$ cat config.mk
export PLATFORM = sky130hd
export DESIGN_NAME = numeric_token_validator_flat
export DESIGN_NICKNAME = d
export VERILOG_FILES = /design/src/rtl/core/ntv_pkg.sv /design/src/rtl/core/ntv_ifs.sv /design/src/rtl/core/ntv_in_stage.sv /design/src/rtl/core/ntv_tracker.sv /design/src/rtl/core/numeric_token_validator.sv /design/src/flat_wrapper.sv
export SDC_FILE = /design/constraint.sdc
export NUM_CORES = 1
export LEC_CHECK = 0
export BUFFER_PORTS_ARGS = -buffer_cell sky130_fd_sc_hd__buf_2
export CORE_MARGIN = 5
export CORE_UTILIZATION = 60
export CTS_BUF_LIST = sky130_fd_sc_hd__clkbuf_8
export DETAILED_ROUTE_END_ITERATION = 7
export GPL_TIMING_DRIVEN = 1
export PLACE_DENSITY_LB_ADDON = 0.2
export SLEW_MARGIN = 20
export SYNTH_ARGS = -nofsm -noshare
export SYNTH_HDL_FRONTEND = slang
export SYNTH_SLANG_ARGS = --single-unit
$ cat constraint.sdc
create_clock -name clk -period 5 [get_ports clk]
set_clock_uncertainty 0.15 [all_clocks]
set_input_delay 0 -clock clk [delete_from_list [all_inputs] [get_ports clk]]
set_output_delay 0 -clock clk [all_outputs]
set_load 0.03 [all_outputs]
$ cat src/rtl/core/ntv_pkg.sv
package ntv_pkg;

	localparam int unsigned BYTE_W          = 8;
	localparam int unsigned LIMIT_W         = 12;
	localparam int unsigned LEN_W           = LIMIT_W + 1;
	localparam int unsigned LIMIT_FIELD_MAX = (1 << LIMIT_W) - 1;
	localparam int unsigned LENGTH_LIMIT_MAX_DEF = 4095;
	localparam logic [LIMIT_W-1:0] LIMIT_RESET = LIMIT_W'(255);

	localparam logic [BYTE_W-1:0] CH_ZERO  = 8'h30;
	localparam logic [BYTE_W-1:0] CH_NINE  = 8'h39;
	localparam logic [BYTE_W-1:0] CH_DOT   = 8'h2E;
	localparam logic [BYTE_W-1:0] CH_EXP_L = 8'h65;
	localparam logic [BYTE_W-1:0] CH_EXP_U = 8'h45;
	localparam logic [BYTE_W-1:0] CH_MINUS = 8'h2D;
	localparam logic [BYTE_W-1:0] CH_PLUS  = 8'h2B;
	localparam logic [BYTE_W-1:0] CH_SPACE = 8'h20;
	// bytes below this value are control characters and split tokens
	localparam logic [BYTE_W-1:0] CTRL_LIMIT = 8'd20;

	typedef enum logic [2:0] {
		INT_REJECT = 3'd0,
		INT_START  = 3'd1,
		INT_SIGNED = 3'd3,
		INT_DIGITS = 3'd4
	} int_state_t;

	typedef enum logic [3:0] {
		REAL_REJECT     = 4'd0,
		REAL_START      = 4'd1,
		REAL_SIGNED     = 4'd3,
		REAL_INT_DIGITS = 4'd4,
		REAL_AFTER_DOT  = 4'd5,
		REAL_FRAC       = 4'd6,
		REAL_AFTER_EXP  = 4'd7,
		REAL_EXP_SIGNED = 4'd8,
		REAL_EXP_DIGITS = 4'd9
	} real_state_t;

	typedef enum logic [1:0] {
		ST_TOKEN_END    = 2'd0,
		ST_TOO_LONG     = 2'd1,
		ST_END_NO_TOKEN = 2'd2
	} status_t;

	typedef struct packed {
		logic [BYTE_W-1:0] byte_value;
		logic              stream_end;
	} beat_t;

	typedef struct packed {
		logic             integer_ok;
		logic             real_ok;
		logic [LEN_W-1:0] token_length;
		status_t          status;
	} result_t;

endpackage

$ cat src/rtl/core/ntv_ifs.sv
interface ntv_byte_if;
	import ntv_pkg::*;
	logic              valid;
	logic              ready;
	logic [BYTE_W-1:0] byte_value;
	logic              stream_end;

	modport source(output valid, byte_value, stream_end, input ready);
	modport sink(input valid, byte_value, stream_end, output ready);
endinterface

interface ntv_result_if;
	import ntv_pkg::*;
	logic             valid;
	logic             ready;
	logic             integer_ok;
	logic             real_ok;
	logic [LEN_W-1:0] token_length;
	status_t          status;

	modport source(output valid, integer_ok, real_ok, token_length, status, input ready);
	modport sink(input valid, integer_ok, real_ok, token_length, status, output ready);
endinterface

$ cat src/rtl/core/ntv_in_stage.sv
module ntv_in_stage (
	input  logic           clk,
	input  logic           arst_n,
	ntv_byte_if.sink       in_ch,
	input  logic           advance,
	output logic           valid_s1,
	output ntv_pkg::beat_t beat_s1
);
	import ntv_pkg::*;

	assign in_ch.ready = !valid_s1 || advance;

	always_ff @(posedge clk or negedge arst_n) begin
		if (!arst_n) begin
			valid_s1 <= 1'b0;
		end else if (in_ch.ready) begin
			valid_s1 <= in_ch.valid;
		end
	end

	always_ff @(posedge clk) begin
		if (in_ch.ready && in_ch.valid) begin
			beat_s1.byte_value <= in_ch.byte_value;
			beat_s1.stream_end <= in_ch.stream_end;
		end
	end

endmodule

$ cat src/rtl/core/ntv_tracker.sv
module ntv_tracker (
	input  logic                          clk,
	input  logic                          arst_n,
	input  logic                          advance,
	input  ntv_pkg::beat_t                beat,
	input  logic [ntv_pkg::LIMIT_W-1:0]   limit,
	output logic                          has_result,
	output ntv_pkg::result_t              result
);
	import ntv_pkg::*;

	int_state_t       int_q, int_n;
	real_state_t      real_q, real_n;
	logic [LEN_W-1:0] len_q, len_n;
	logic             inside_q;

	logic is_digit, is_sign, is_exp, delim, too_long;
	logic [BYTE_W-1:0] b;

	assign b        = beat.byte_value;
	assign is_digit = (b >= CH_ZERO) && (b <= CH_NINE);
	assign is_sign  = (b == CH_PLUS) || (b == CH_MINUS);
	assign is_exp   = (b == CH_EXP_L) || (b == CH_EXP_U);
	assign delim    = (b == CH_SPACE) || (b < CTRL_LIMIT) || b[BYTE_W-1];

	// integer grammar next state
	always_comb begin
		int_n = INT_REJECT;
		if (delim) begin
			int_n = int_q;
		end else begin
			case (int_q)
				INT_START: begin
					if (is_sign)       int_n = INT_SIGNED;
					else if (is_digit) int_n = INT_DIGITS;
				end
				INT_SIGNED, INT_DIGITS: begin
					if (is_digit) int_n = INT_DIGITS;
				end
				default: int_n = INT_REJECT;
			endcase
		end
	end

	// real grammar next state
	always_comb begin
		real_n = REAL_REJECT;
		if (delim) begin
			real_n = real_q;
		end else begin
			case (real_q)
				REAL_START: begin
					if (is_sign)       real_n = REAL_SIGNED;
					else if (is_digit) real_n = REAL_INT_DIGITS;
				end
				REAL_SIGNED: begin
					if (is_digit) real_n = REAL_INT_DIGITS;
				end
				REAL_INT_DIGITS: begin
					if (is_digit)          real_n = REAL_INT_DIGITS;
					else if (b == CH_DOT)  real_n = REAL_AFTER_DOT;
					else if (is_exp)       real_n = REAL_AFTER_EXP;
				end
				REAL_AFTER_DOT: begin
					if (is_digit) real_n = REAL_FRAC;
				end
				REAL_FRAC: begin
					if (is_digit)    real_n = REAL_FRAC;
					else if (is_exp) real_n = REAL_AFTER_EXP;
				end
				REAL_AFTER_EXP: begin
					if (is_sign)       real_n = REAL_EXP_SIGNED;
					else if (is_digit) real_n = REAL_EXP_DIGITS;
				end
				REAL_EXP_SIGNED, REAL_EXP_DIGITS: begin
					if (is_digit) real_n = REAL_EXP_DIGITS;
				end
				default: real_n = REAL_REJECT;
			endcase
		end
	end

	// saturate one past the limit
	always_comb begin
		len_n = len_q;
		if (!delim && (len_q <= {1'b0, limit})) begin
			len_n = len_q + LEN_W'(1);
		end
	end

	assign too_long = len_n > {1'b0, limit};

	// result outputs
	always_comb begin
		has_result          = 1'b0;
		result.integer_ok   = 1'b0;
		result.real_ok      = 1'b0;
		result.token_length = len_n;
		result.status       = ST_TOKEN_END;
		if (!delim) begin
			has_result = beat.stream_end;
		end else if (!inside_q) begin
			has_result = beat.stream_end;
		end else begin
			has_result = 1'b1;
		end
		if (delim && !inside_q) begin
			result.token_length = '0;
			result.status       = ST_END_NO_TOKEN;
		end else if (too_long) begin
			result.status = ST_TOO_LONG;
		end else begin
			result.integer_ok = (int_n == INT_DIGITS);
			result.real_ok    = (real_n == REAL_INT_DIGITS) || (real_n == REAL_FRAC) ||
			                    (real_n == REAL_EXP_DIGITS);
		end
	end

	always_ff @(posedge clk or negedge arst_n) begin
		if (!arst_n) begin
			int_q    <= INT_START;
			real_q   <= REAL_START;
			len_q    <= '0;
			inside_q <= 1'b0;
		end else if (advance) begin
			if (has_result) begin
				int_q    <= INT_START;
				real_q   <= REAL_START;
				len_q    <= '0;
				inside_q <= 1'b0;
			end else if (!delim) begin
				int_q    <= int_n;
				real_q   <= real_n;
				len_q    <= len_n;
				inside_q <= 1'b1;
			end
		end
	end

endmodule

$ cat src/rtl/core/numeric_token_validator.sv
// Numeric token validator.
// in_ch carries one text byte per beat (byte_value, stream_end); whitespace,
// control bytes below decimal 20 and bytes with the top bit set split the stream into tokens.
// out_ch carries one beat per finished token: integer_ok, real_ok,
// token_length and status (token end, too long, or end of stream with no
// open token). The user must write max_token_length through max_token_length_we
// and max_token_length only while the block is idle; the block does not enforce
// it. The limit in force is that value capped at LENGTH_LIMIT_MAX.
// Throughput: one byte per cycle while out_ch does not stall. A byte is held in
// the input register while the grammar step works on it, then the result lands
// in the output register, so the byte that ends a token passes through the input
// register and its result through the output register before it is valid.
// Reset clears the grammar states, the length count and both valid flags and
// loads a limit of 255. When out_ch stalls, the result register holds; the
// input register keeps taking bytes that end no token, and a byte that ends a
// token waits in it, which drops in_ch.ready until the result is taken.
module numeric_token_validator #(
	parameter int unsigned LENGTH_LIMIT_MAX = ntv_pkg::LENGTH_LIMIT_MAX_DEF
) (
	input  logic                        clk,
	input  logic                        arst_n,
	ntv_byte_if.sink                    in_ch,
	ntv_result_if.source                out_ch,
	input  logic                        max_token_length_we,
	input  logic [ntv_pkg::LIMIT_W-1:0] max_token_length
);
	import ntv_pkg::*;

	localparam int unsigned LimCap =
		(LENGTH_LIMIT_MAX > LIMIT_FIELD_MAX) ? LIMIT_FIELD_MAX : LENGTH_LIMIT_MAX;
	localparam logic [LIMIT_W-1:0] LIM_CAP = LIMIT_W'(LimCap);

	logic [LIMIT_W-1:0] limit_cfg_q, limit;
	logic               valid_s1, advance, has_result, out_valid_q;
	beat_t              beat_s1;
	result_t            result, out_q;

	always_ff @(posedge clk or negedge arst_n) begin
		if (!arst_n) begin
			limit_cfg_q <= LIMIT_RESET;
		end else if (max_token_length_we) begin
			limit_cfg_q <= max_token_length;
		end
	end

	assign limit = (limit_cfg_q > LIM_CAP) ? LIM_CAP : limit_cfg_q;

	// hold the byte only when it has a result and the output slot is full and not being taken
	assign advance = valid_s1 && (!has_result || !out_valid_q || out_ch.ready);

	ntv_in_stage u_in_stage (
		.clk      (clk),
		.arst_n   (arst_n),
		.in_ch    (in_ch),
		.advance  (advance),
		.valid_s1 (valid_s1),
		.beat_s1  (beat_s1)
	);

	ntv_tracker u_tracker (
		.clk        (clk),
		.arst_n     (arst_n),
		.advance    (advance),
		.beat       (beat_s1),
		.limit      (limit),
		.has_result (has_result),
		.result     (result)
	);

	always_ff @(posedge clk or negedge arst_n) begin
		if (!arst_n) begin
			out_valid_q <= 1'b0;
		end else if (advance && has_result) begin
			out_valid_q <= 1'b1;
		end else if (out_ch.ready) begin
			out_valid_q <= 1'b0;
		end
	end

	always_ff @(posedge clk) begin
		if (advance && has_result) begin
			out_q <= result;
		end
	end

	assign out_ch.valid        = out_valid_q;
	assign out_ch.integer_ok   = out_q.integer_ok;
	assign out_ch.real_ok      = out_q.real_ok;
	assign out_ch.token_length = out_q.token_length;
	assign out_ch.status       = out_q.status;

endmodule

$ cat src/flat_wrapper.sv
// flat-port wrapper written by rule: the top's interface ports become plain ports
module numeric_token_validator_flat import ntv_pkg::*;
#(
	parameter int unsigned LENGTH_LIMIT_MAX = ntv_pkg::LENGTH_LIMIT_MAX_DEF
)
  (clk, arst_n, max_token_length_we, max_token_length, in_ch_valid, in_ch_byte_value, in_ch_stream_end, in_ch_ready, out_ch_valid, out_ch_integer_ok, out_ch_real_ok, out_ch_token_length, out_ch_status, out_ch_ready);
  ntv_byte_if in_ch_i ();
  ntv_result_if out_ch_i ();
  input  logic clk;
  input  logic arst_n;
  input  logic max_token_length_we;
  input  logic [ntv_pkg::LIMIT_W-1:0] max_token_length;
  input wire logic [$bits(in_ch_i.valid)-1:0] in_ch_valid;
  input wire logic [$bits(in_ch_i.byte_value)-1:0] in_ch_byte_value;
  input wire logic [$bits(in_ch_i.stream_end)-1:0] in_ch_stream_end;
  output wire logic [$bits(in_ch_i.ready)-1:0] in_ch_ready;
  output wire logic [$bits(out_ch_i.valid)-1:0] out_ch_valid;
  output wire logic [$bits(out_ch_i.integer_ok)-1:0] out_ch_integer_ok;
  output wire logic [$bits(out_ch_i.real_ok)-1:0] out_ch_real_ok;
  output wire logic [$bits(out_ch_i.token_length)-1:0] out_ch_token_length;
  output wire logic [$bits(out_ch_i.status)-1:0] out_ch_status;
  input wire logic [$bits(out_ch_i.ready)-1:0] out_ch_ready;
  assign in_ch_i.valid = in_ch_valid;
  assign in_ch_i.byte_value = in_ch_byte_value;
  assign in_ch_i.stream_end = in_ch_stream_end;
  assign in_ch_ready = in_ch_i.ready;
  assign out_ch_valid = out_ch_i.valid;
  assign out_ch_integer_ok = out_ch_i.integer_ok;
  assign out_ch_real_ok = out_ch_i.real_ok;
  assign out_ch_token_length = out_ch_i.token_length;
  assign out_ch_status = out_ch_i.status;
  assign out_ch_i.ready = out_ch_ready;
  numeric_token_validator #(.LENGTH_LIMIT_MAX(LENGTH_LIMIT_MAX)) u_core (.clk(clk), .arst_n(arst_n), .in_ch(in_ch_i), .out_ch(out_ch_i), .max_token_length_we(max_token_length_we), .max_token_length(max_token_length));
endmodule
==> flow_summary_export.csv, run 1 <==
group,metric,value,unit
outcome,status,"finished clean",
setup_path,cp_max_fo,13,
yosys,ys_seq_area_frac,0.4661,
power_and_ir_drop,leakagePower,2.002,nW
detailed_routing,vias_per_cell,5.899,
detailed_routing,routedWlPerCell,16.97,microns
finish,areaGrowthSynthToFinish,26.94,%
cts,cts_num_sinks,61,
die,dieArea,0.007613,sq mm
power_and_ir_drop,pwr-share-seq,0.409,
yosys,synth_edf_count,26,
finish,antenna_cells,0,
global_route,overflow,0,
power_and_ir_drop,power.density,378.2,mW/mm^2
cts,clock_path_buffers,2,
detailed_routing,drc_errors,0,
timing,final-hold-violation-count,0,
timing,rsz0062_at_grt,"false",
setup_path,cp_data_required_time,5.00,ns
die,start_util,0.6121,
finish,drive_above_1_share,0.1856,
yosys,synth_commonest_cells,"39 x nand2_1, 31 x o21ai_0, 30 x inv_1",
cts,clk_pin_slew,0.07,ns
power_and_ir_drop,power.switching,0.5919,mW
hold_path,worstHoldPathType,"in -> reg",
cts,clk-insertion-delay-late,0.34,ns
setup_path,critical_path_class,"reg -> reg",
setup_path,end_kind,"flop",
detailed_routing,antenna_left,0,
die,die_w,87.26,microns
detailed_routing,vias,3144,
die,ios,45,
yosys,synth_warnings,0,
die,fp.dieH,87.26,microns
die,row_count,28,
timing,layout_setup_ws,0.4205,ns
hold_path,hold_path.startpoint,"max_token_length_we",
setup_path,cp-start-kind,"flop",
place,dp_hpwl,5962,microns
detailed_routing,initialDrtViolationCount,295,
detailed_routing,drt_wl_total,9044,microns
yosys,yosysUniqueCellTypes,63,
place,post-place-ws,0.4573,ns
finish,nNetsFinal,504,
yosys,ys.flop_type,"edfxtp_1",
timing,fin_crit,4.580,ns
timing,max_freq,0.2184,GHz
yosys,synth_top_area_cell,"edfxtp_1",
setup_path,arrival,4.58,ns
yosys,synth_nets,413,
global_route,grt_pass1_wl,15100,microns
power_and_ir_drop,p_int,1.127,mW
global_route,grt_pass1_vias,3113,
power_and_ir_drop,clockPowerShare,0.288,
timing,worstMarginPinSlew,0.8300,ns
yosys,ys_top_cells_by_area,"edfxtp_1 22%, dfrtp_1 17%, ha_1 8.7%, dfstp_2 7.3%, o21ai_0 4.3%",
yosys,syn_avg_cell_area,9.892,sq um
cts,cts_tree,"done",
timing,fin_crit_sh,0.9159,
cts,cts-htree-levels,3,
cts,cts-root-buf,"clkbuf_8",
power_and_ir_drop,peakVddDrop,0.2505,mV
timing,final.setup.tns,0,ns
power_and_ir_drop,switching_share,0.3443,
yosys,ys_ff_latch,61,
place,gp_congestion,0.9364,
place,portBuffers,44,
power_and_ir_drop,pwr-share-comb,0.303,
global_route,grt_use_total,0.2579,
global_route,grt_max_degree,36,
timing,maxSlewViolCount,0,
yosys,async_flop_share,0.5738,
detailed_routing,firstDrtPassIters,5,
die,core_region_area,0.005851,sq mm
timing,setup_viol,0,
global_route,antenna_found_initial,0,
job,cap_violations,0,
yosys,synth_top_area_frac,0.2180,
yosys,syn_inst,362,
cts,numCtsBuffers,9,
setup_path,r2r-start,"u_core.limit_cfg_q[2]$_DFFE_PN1P_",
setup_path,startpoint,"u_core.limit_cfg_q[2]$_DFFE_PN1P_",
yosys,syn_area,0.003581,sq mm
yosys,synth.most_common_cell,"nand2_1",
timing,relSlewSlack,0.4467,
==> cell families after synthesis <==
kind of cell / share of synthesized area
AND/OR/NAND/NOR: 0.1932
AO/OA/AOI/OAI: 0.1635
flip-flops: 0.4661
buffers and inverters: 0.04787
adder cells (fa/ha/maj): 0.08735
XOR/XNOR: 0.02691
multiplexers: 0.01502
==> power by group through the flow <==
stage / clock [mW] / combinational (mW) / sequential, mW
2_1_floorplan: 0 / 0.315 / 0.703
3_3_place_gp: 0 / 0.446 / 0.704
3_5_place_dp: 0 / 0.457 / 0.707
4_1_cts: 0.499 / 0.497 / 0.700
5_1_grt: 0.527 / 0.570 / 0.713
6_report: 0.495 / 0.521 / 0.703
==> routing by layer <==
metal  up-vias  part of all wire  track usage  routed length (microns)
li1       1503                 -            -                        -
met1      1496              0.43       0.3417                     3858
met2       125              0.48       0.4158                     4360
met3        20             0.070      0.05582                      631
met4         0             0.021      0.09623                      194
met5         -                 0            0                        0
==> flip-flops by register name, summed over array words and instances, names as in the netlist <==
| signal | flops |
|---|---|
| u_core.out_ch.token_length | 13 |
| u_core.u_tracker.len_q | 13 |
| u_core.limit_cfg_q | 12 |
| u_core.u_in_stage.beat_s1 | 9 |
| u_core.u_tracker.real_q | 4 |
| u_core.u_tracker.int_q | 3 |
| u_core.out_ch.status | 2 |
| u_core.out_ch.integer_ok | 1 |
| u_core.out_ch.real_ok | 1 |
| u_core.out_ch.valid | 1 |
| u_core.u_in_stage.valid_s1 | 1 |
| u_core.u_tracker.inside_q | 1 |
==> through the flow <==
step	cells	instance area, sq um	hold slack [ns]	utilization	power (mW)
after floorplan	362	3581	-0.4456	-	1.018
after global placement	471	3859	-0.02741	0.6595	1.150
after detailed placement	471	3859	-0.005745	0.6595	1.165
after CTS	533	4544	0.004177	0.7767	1.696
after global routing	533	4546	0.03677	0.7769	1.810
final	533	4546	0.02326	0.7769	1.719
==> path summary, 6_finish.rpt <==
path	to	slack, ns	cells past startpoint
worst max-delay path	u_core.out_ch.integer_ok$_SDFFCE_PP0P_	0.42	16
worst min-delay path	u_core.limit_cfg_q[9]$_DFFE_PN0P_	0.02	2
worst max register to register	u_core.out_ch.integer_ok$_SDFFCE_PP0P_	0.42	16
worst min register to register	u_core.u_tracker.int_q[0]$_DFFE_PN1P_	0.37	2
max in group asynchronous	u_core.u_tracker.len_q[6]$_DFFE_PN0P_	4.03	2
min in group asynchronous	u_core.limit_cfg_q[8]$_DFFE_PN0P_	0.15	2
==> what timing repair did <==
action	in CTS	in global routing
hold buffers	46	0
setup endpoints to repair	0	1
resized for setup	0	1
endpoints found under the hold margin	49	0
buffers inserted	0	0
==> worst max-delay path: stages, from the launching register on <==
cell	delay (ns)
dfstp_2	0.54
inv_1	0.05
ha_1	0.29
a211oi_1	0.25
o221ai_1	0.19
a221oi_1	0.44
o21a_2	0.35
nand4_1	0.21
xnor2_1	0.30
ha_1	0.31
a21oi_1	0.16
nor2_1	0.06
a2111o_1	0.37
o221ai_1	0.15
a21o_1	0.18
nand2_1	0.09
nor4_1	0.30
==> area by class of cell <==
type	instances	area [sq um]
clock buffers	11	151.4
clock inverters	5	73.82
fillers	401	1305
inverters	30	112.6
multi-input cells	258	1742
flip-flops and latches	61	1669
well taps	75	93.84
repair buffers	93	703.2
==> placed cells by master, fill, tap and decap left out, types with 2 or more instances in the layout <==
cell type / synthesis / layout
dlygate4sd3_1: 0 / 46
buf_2: 2 / 44
nand2_1: 39 / 39
inv_1: 30 / 31
o21ai_0: 31 / 31
edfxtp_1: 26 / 26
ha_1: 25 / 25
dfrtp_1: 25 / 25
nor2_1: 21 / 21
nand3_1: 16 / 16
a21oi_1: 11 / 11
o21a_1: 12 / 11
clkbuf_8: 0 / 11
nand4_1: 10 / 10
dfstp_2: 10 / 10
xnor2_1: 8 / 8
or3_1: 8 / 8
nor2b_1: 6 / 6
and3_1: 4 / 4
nand2b_1: 4 / 4
a21o_1: 3 / 3
o21ai_1: 3 / 3
nor3_1: 3 / 3
and2_1: 3 / 3
xor2_1: 3 / 3
mux2_2: 3 / 3
buf_4: 1 / 3
nor4_1: 2 / 2
o221ai_1: 2 / 2
and4b_1: 2 / 2
a221o_1: 2 / 2
o211ai_1: 2 / 2
a22o_1: 2 / 2
a41oi_1: 2 / 2
a22oi_1: 2 / 2
mux2i_1: 2 / 2
bufinv_16: 0 / 2
clkinv_2: 0 / 2
No activity file was read; power rests on OpenSTA's default activity.
==> run 2: changes to the inputs <==
- CORE_UTILIZATION: 60 -> 41
- REMOVE_ABC_BUFFERS: default -> 1
==> flow_summary_export.csv, run 2 (synthesis results as in run 1) <==
group,metric,value,unit
power_and_ir_drop,clockPowerShare,0.245,
power_and_ir_drop,p_total,1.597,mW
cts,cts_resized,0,
die,die_w,103.5,microns
setup_path,r2r_slack,0.45,ns
finish,nNetsFinal,505,
finish,fin_util,0.5256,
place,gp_congestion,0.9242,
global_route,grt_use_total,0.1791,
setup_path,critical_path_class,"reg -> reg",
timing,fin_crit,4.548,ns
power_and_ir_drop,pwr-share-seq,0.438,
place,portBuffers,44,
global_route,grt_max_degree,36,
power_and_ir_drop,power.density,351.8,mW/mm^2
place,dp_hpwl,6196,microns
cts,cts-root-buf,"clkbuf_8",
cts,clock_path_buffers,2,
detailed_routing,initialDrtViolationCount,211,
global_route,antenna_found_initial,0,
finish,areaGrowthSynthToFinish,26.76,%
setup_path,cp_data_required_time,5.02,ns
global_route,grt_pass1_vias,2956,
timing,max_freq,0.2199,GHz
global_route,overflow,0,
finish,antenna_cells,0,
job,cap_violations,0,
timing,final.setup.tns,0,ns
detailed_routing,antenna_left,0,
power_and_ir_drop,peakVddDrop,0.1419,mV
timing,final-hold-violation-count,0,
detailed_routing,drc_errors,0,
hold_path,worstHoldPathType,"in -> reg",
power_and_ir_drop,power.switching,0.5885,mW
power_and_ir_drop,switching_share,0.3685,
cts,clk_pin_slew,0.07,ns
detailed_routing,routedWlPerCell,15.69,microns
finish,mostFrequentLayoutCells,"47 x dlygate4sd3_1, 44 x buf_2, 39 x nand2_1",
die,fp.dieH,103.5,microns
finish,mostFrequentLayoutCell,"dlygate4sd3_1",
setup_path,path_cells,"inv_1 -> ha_1 -> a211oi_1 -> o221ai_1 -> a221oi_1 -> o21a_1 -> nand4_2 -> xnor2_1 -> ha_1 -> nand2_1 -> nor2_1 -> a2111o_1 -> o221ai_1 -> a21o_1 -> nand2_1 -> nor4_1",
timing,rsz0062_at_grt,"false",
detailed_routing,drt_wl_total,8897,microns
cts,numCtsBuffers,9,
timing,fin_crit_sh,0.9096,
setup_path,cp_max_fo,13,
cts,cts-htree-levels,3,
detailed_routing,firstDrtPassIters,5,
detailed_routing,vias,3051,
timing,setup_viol,0,
timing,worstMarginPinSlew,0.8311,ns
die,ios,45,
setup_path,end_kind,"flop",
timing,relSlewSlack,0.4459,
cts,cts_tree,"done",
setup_path,slowest_delay,0.53,ns
setup_path,crit_buf_inv,1,
cts,clk-insertion-delay-late,0.35,ns
power_and_ir_drop,pwr-share-comb,0.318,
outcome,status,"finished clean",
finish,drive_above_1_share,0.1786,
power_and_ir_drop,p_int,1.009,mW
die,core_region_area,0.008636,sq mm
setup_path,crit_slowest_cell,"dfstp_2",
timing,maxSlewViolCount,0,
setup_path,crit_family,"compound AO/OA/AOI/OAI gates",
die,row_count,34,
die,dieArea,0.01070,sq mm
detailed_routing,vias_per_cell,5.381,
global_route,grt_pass1_wl,14610,microns
cts,post_cts_buffers,0,
setup_path,cp-start-kind,"flop",
setup_path,arrival,4.57,ns
power_and_ir_drop,leakagePower,1.970,nW
cts,cts_num_sinks,61,
die,start_util,0.4147,
[run 2: cell types whose count changed in the layout (fill, tap and decap cells not counted), sizes merged]
cell	change
clkinvlp	+2
dlygate4sd3	+1
bufinv	-2
clkbuf	-1
clkinv	+1
[run 2: final cells by class]
class	instances	area [sq um]
well taps	108	135.1
clock inverters	6	31.28
fillers	798	4096
flip-flops and latches	61	1669
repair buffers	94	713.2
clock buffers	10	137.6
multi-input cells	258	1740
inverters	30	112.6
[run 2: worst reg2reg max path, delay by kind of cell, from the launching register on]
| family | cells | cell delay, ns |
|---|---|---|
| flops | 1 | 0.53 |
| xor+xnor | 1 | 0.29 |
| compound gates | 7 | 1.98 |
| buf+inv | 1 | 0.05 |
| simple gates | 5 | 0.81 |
| fa+ha+maj | 2 | 0.59 |
[run 2: routing by layer]
layer  global-route usage  part of all wire
met3              0.03957             0.050
met1               0.2456              0.47
met5                    0                 0
met2               0.2765              0.47
met4              0.06972             0.018
[run 2: timing repair]
| action | CTS | global route |
|---|---|---|
| hold buffers | 47 | 0 |
| hold endpoints to repair | 49 | 0 |
| endpoints found under the setup margin | 0 | 0 |
[run 2: worst paths after layout]
kind                       cells after the start                                endpoint                             startpoint
setup / recovery                              16  u_core.out_ch.integer_ok$_SDFFCE_PP0P_      u_core.limit_cfg_q[2]$_DFFE_PN1P_
hold / removal                                 2       u_core.limit_cfg_q[0]$_DFFE_PN1P_                    max_token_length_we
setup reg to reg                              16  u_core.out_ch.integer_ok$_SDFFCE_PP0P_      u_core.limit_cfg_q[2]$_DFFE_PN1P_
hold reg to reg                                2   u_core.u_tracker.int_q[2]$_DFFE_PN0P_  u_core.u_tracker.int_q[2]$_DFFE_PN0P_
max in group asynchronous                      2   u_core.u_tracker.inside_q$_DFFE_PN0P_                                 arst_n
min in group asynchronous                      2       u_core.limit_cfg_q[9]$_DFFE_PN0P_                                 arst_n
[run 2: power by group through the flow]
stage / Clock (mW) / Combinational (mW) / Sequential, mW
after global placement: 0 / 0.459 / 0.704
after floorplan: 0 / 0.300 / 0.717
final: 0.391 / 0.507 / 0.699
after detailed placement: 0 / 0.469 / 0.707
after global routing: 0.423 / 0.571 / 0.709
after CTS: 0.401 / 0.504 / 0.698
[run 2: stage by stage]
stage          setup WS (ns)  hold slack (ns)  instance area, sq um  std cells
2_1_floorplan         0.9944          -0.4456                  3522        349
3_3_place_gp          0.6271         -0.01109                  3900        504
3_5_place_dp          0.4671         0.009688                  3900        504
4_1_cts               0.4490         0.005567                  4539        567
5_1_grt              0.05820          0.05016                  4539        567
6_report              0.4519          0.03166                  4539        567
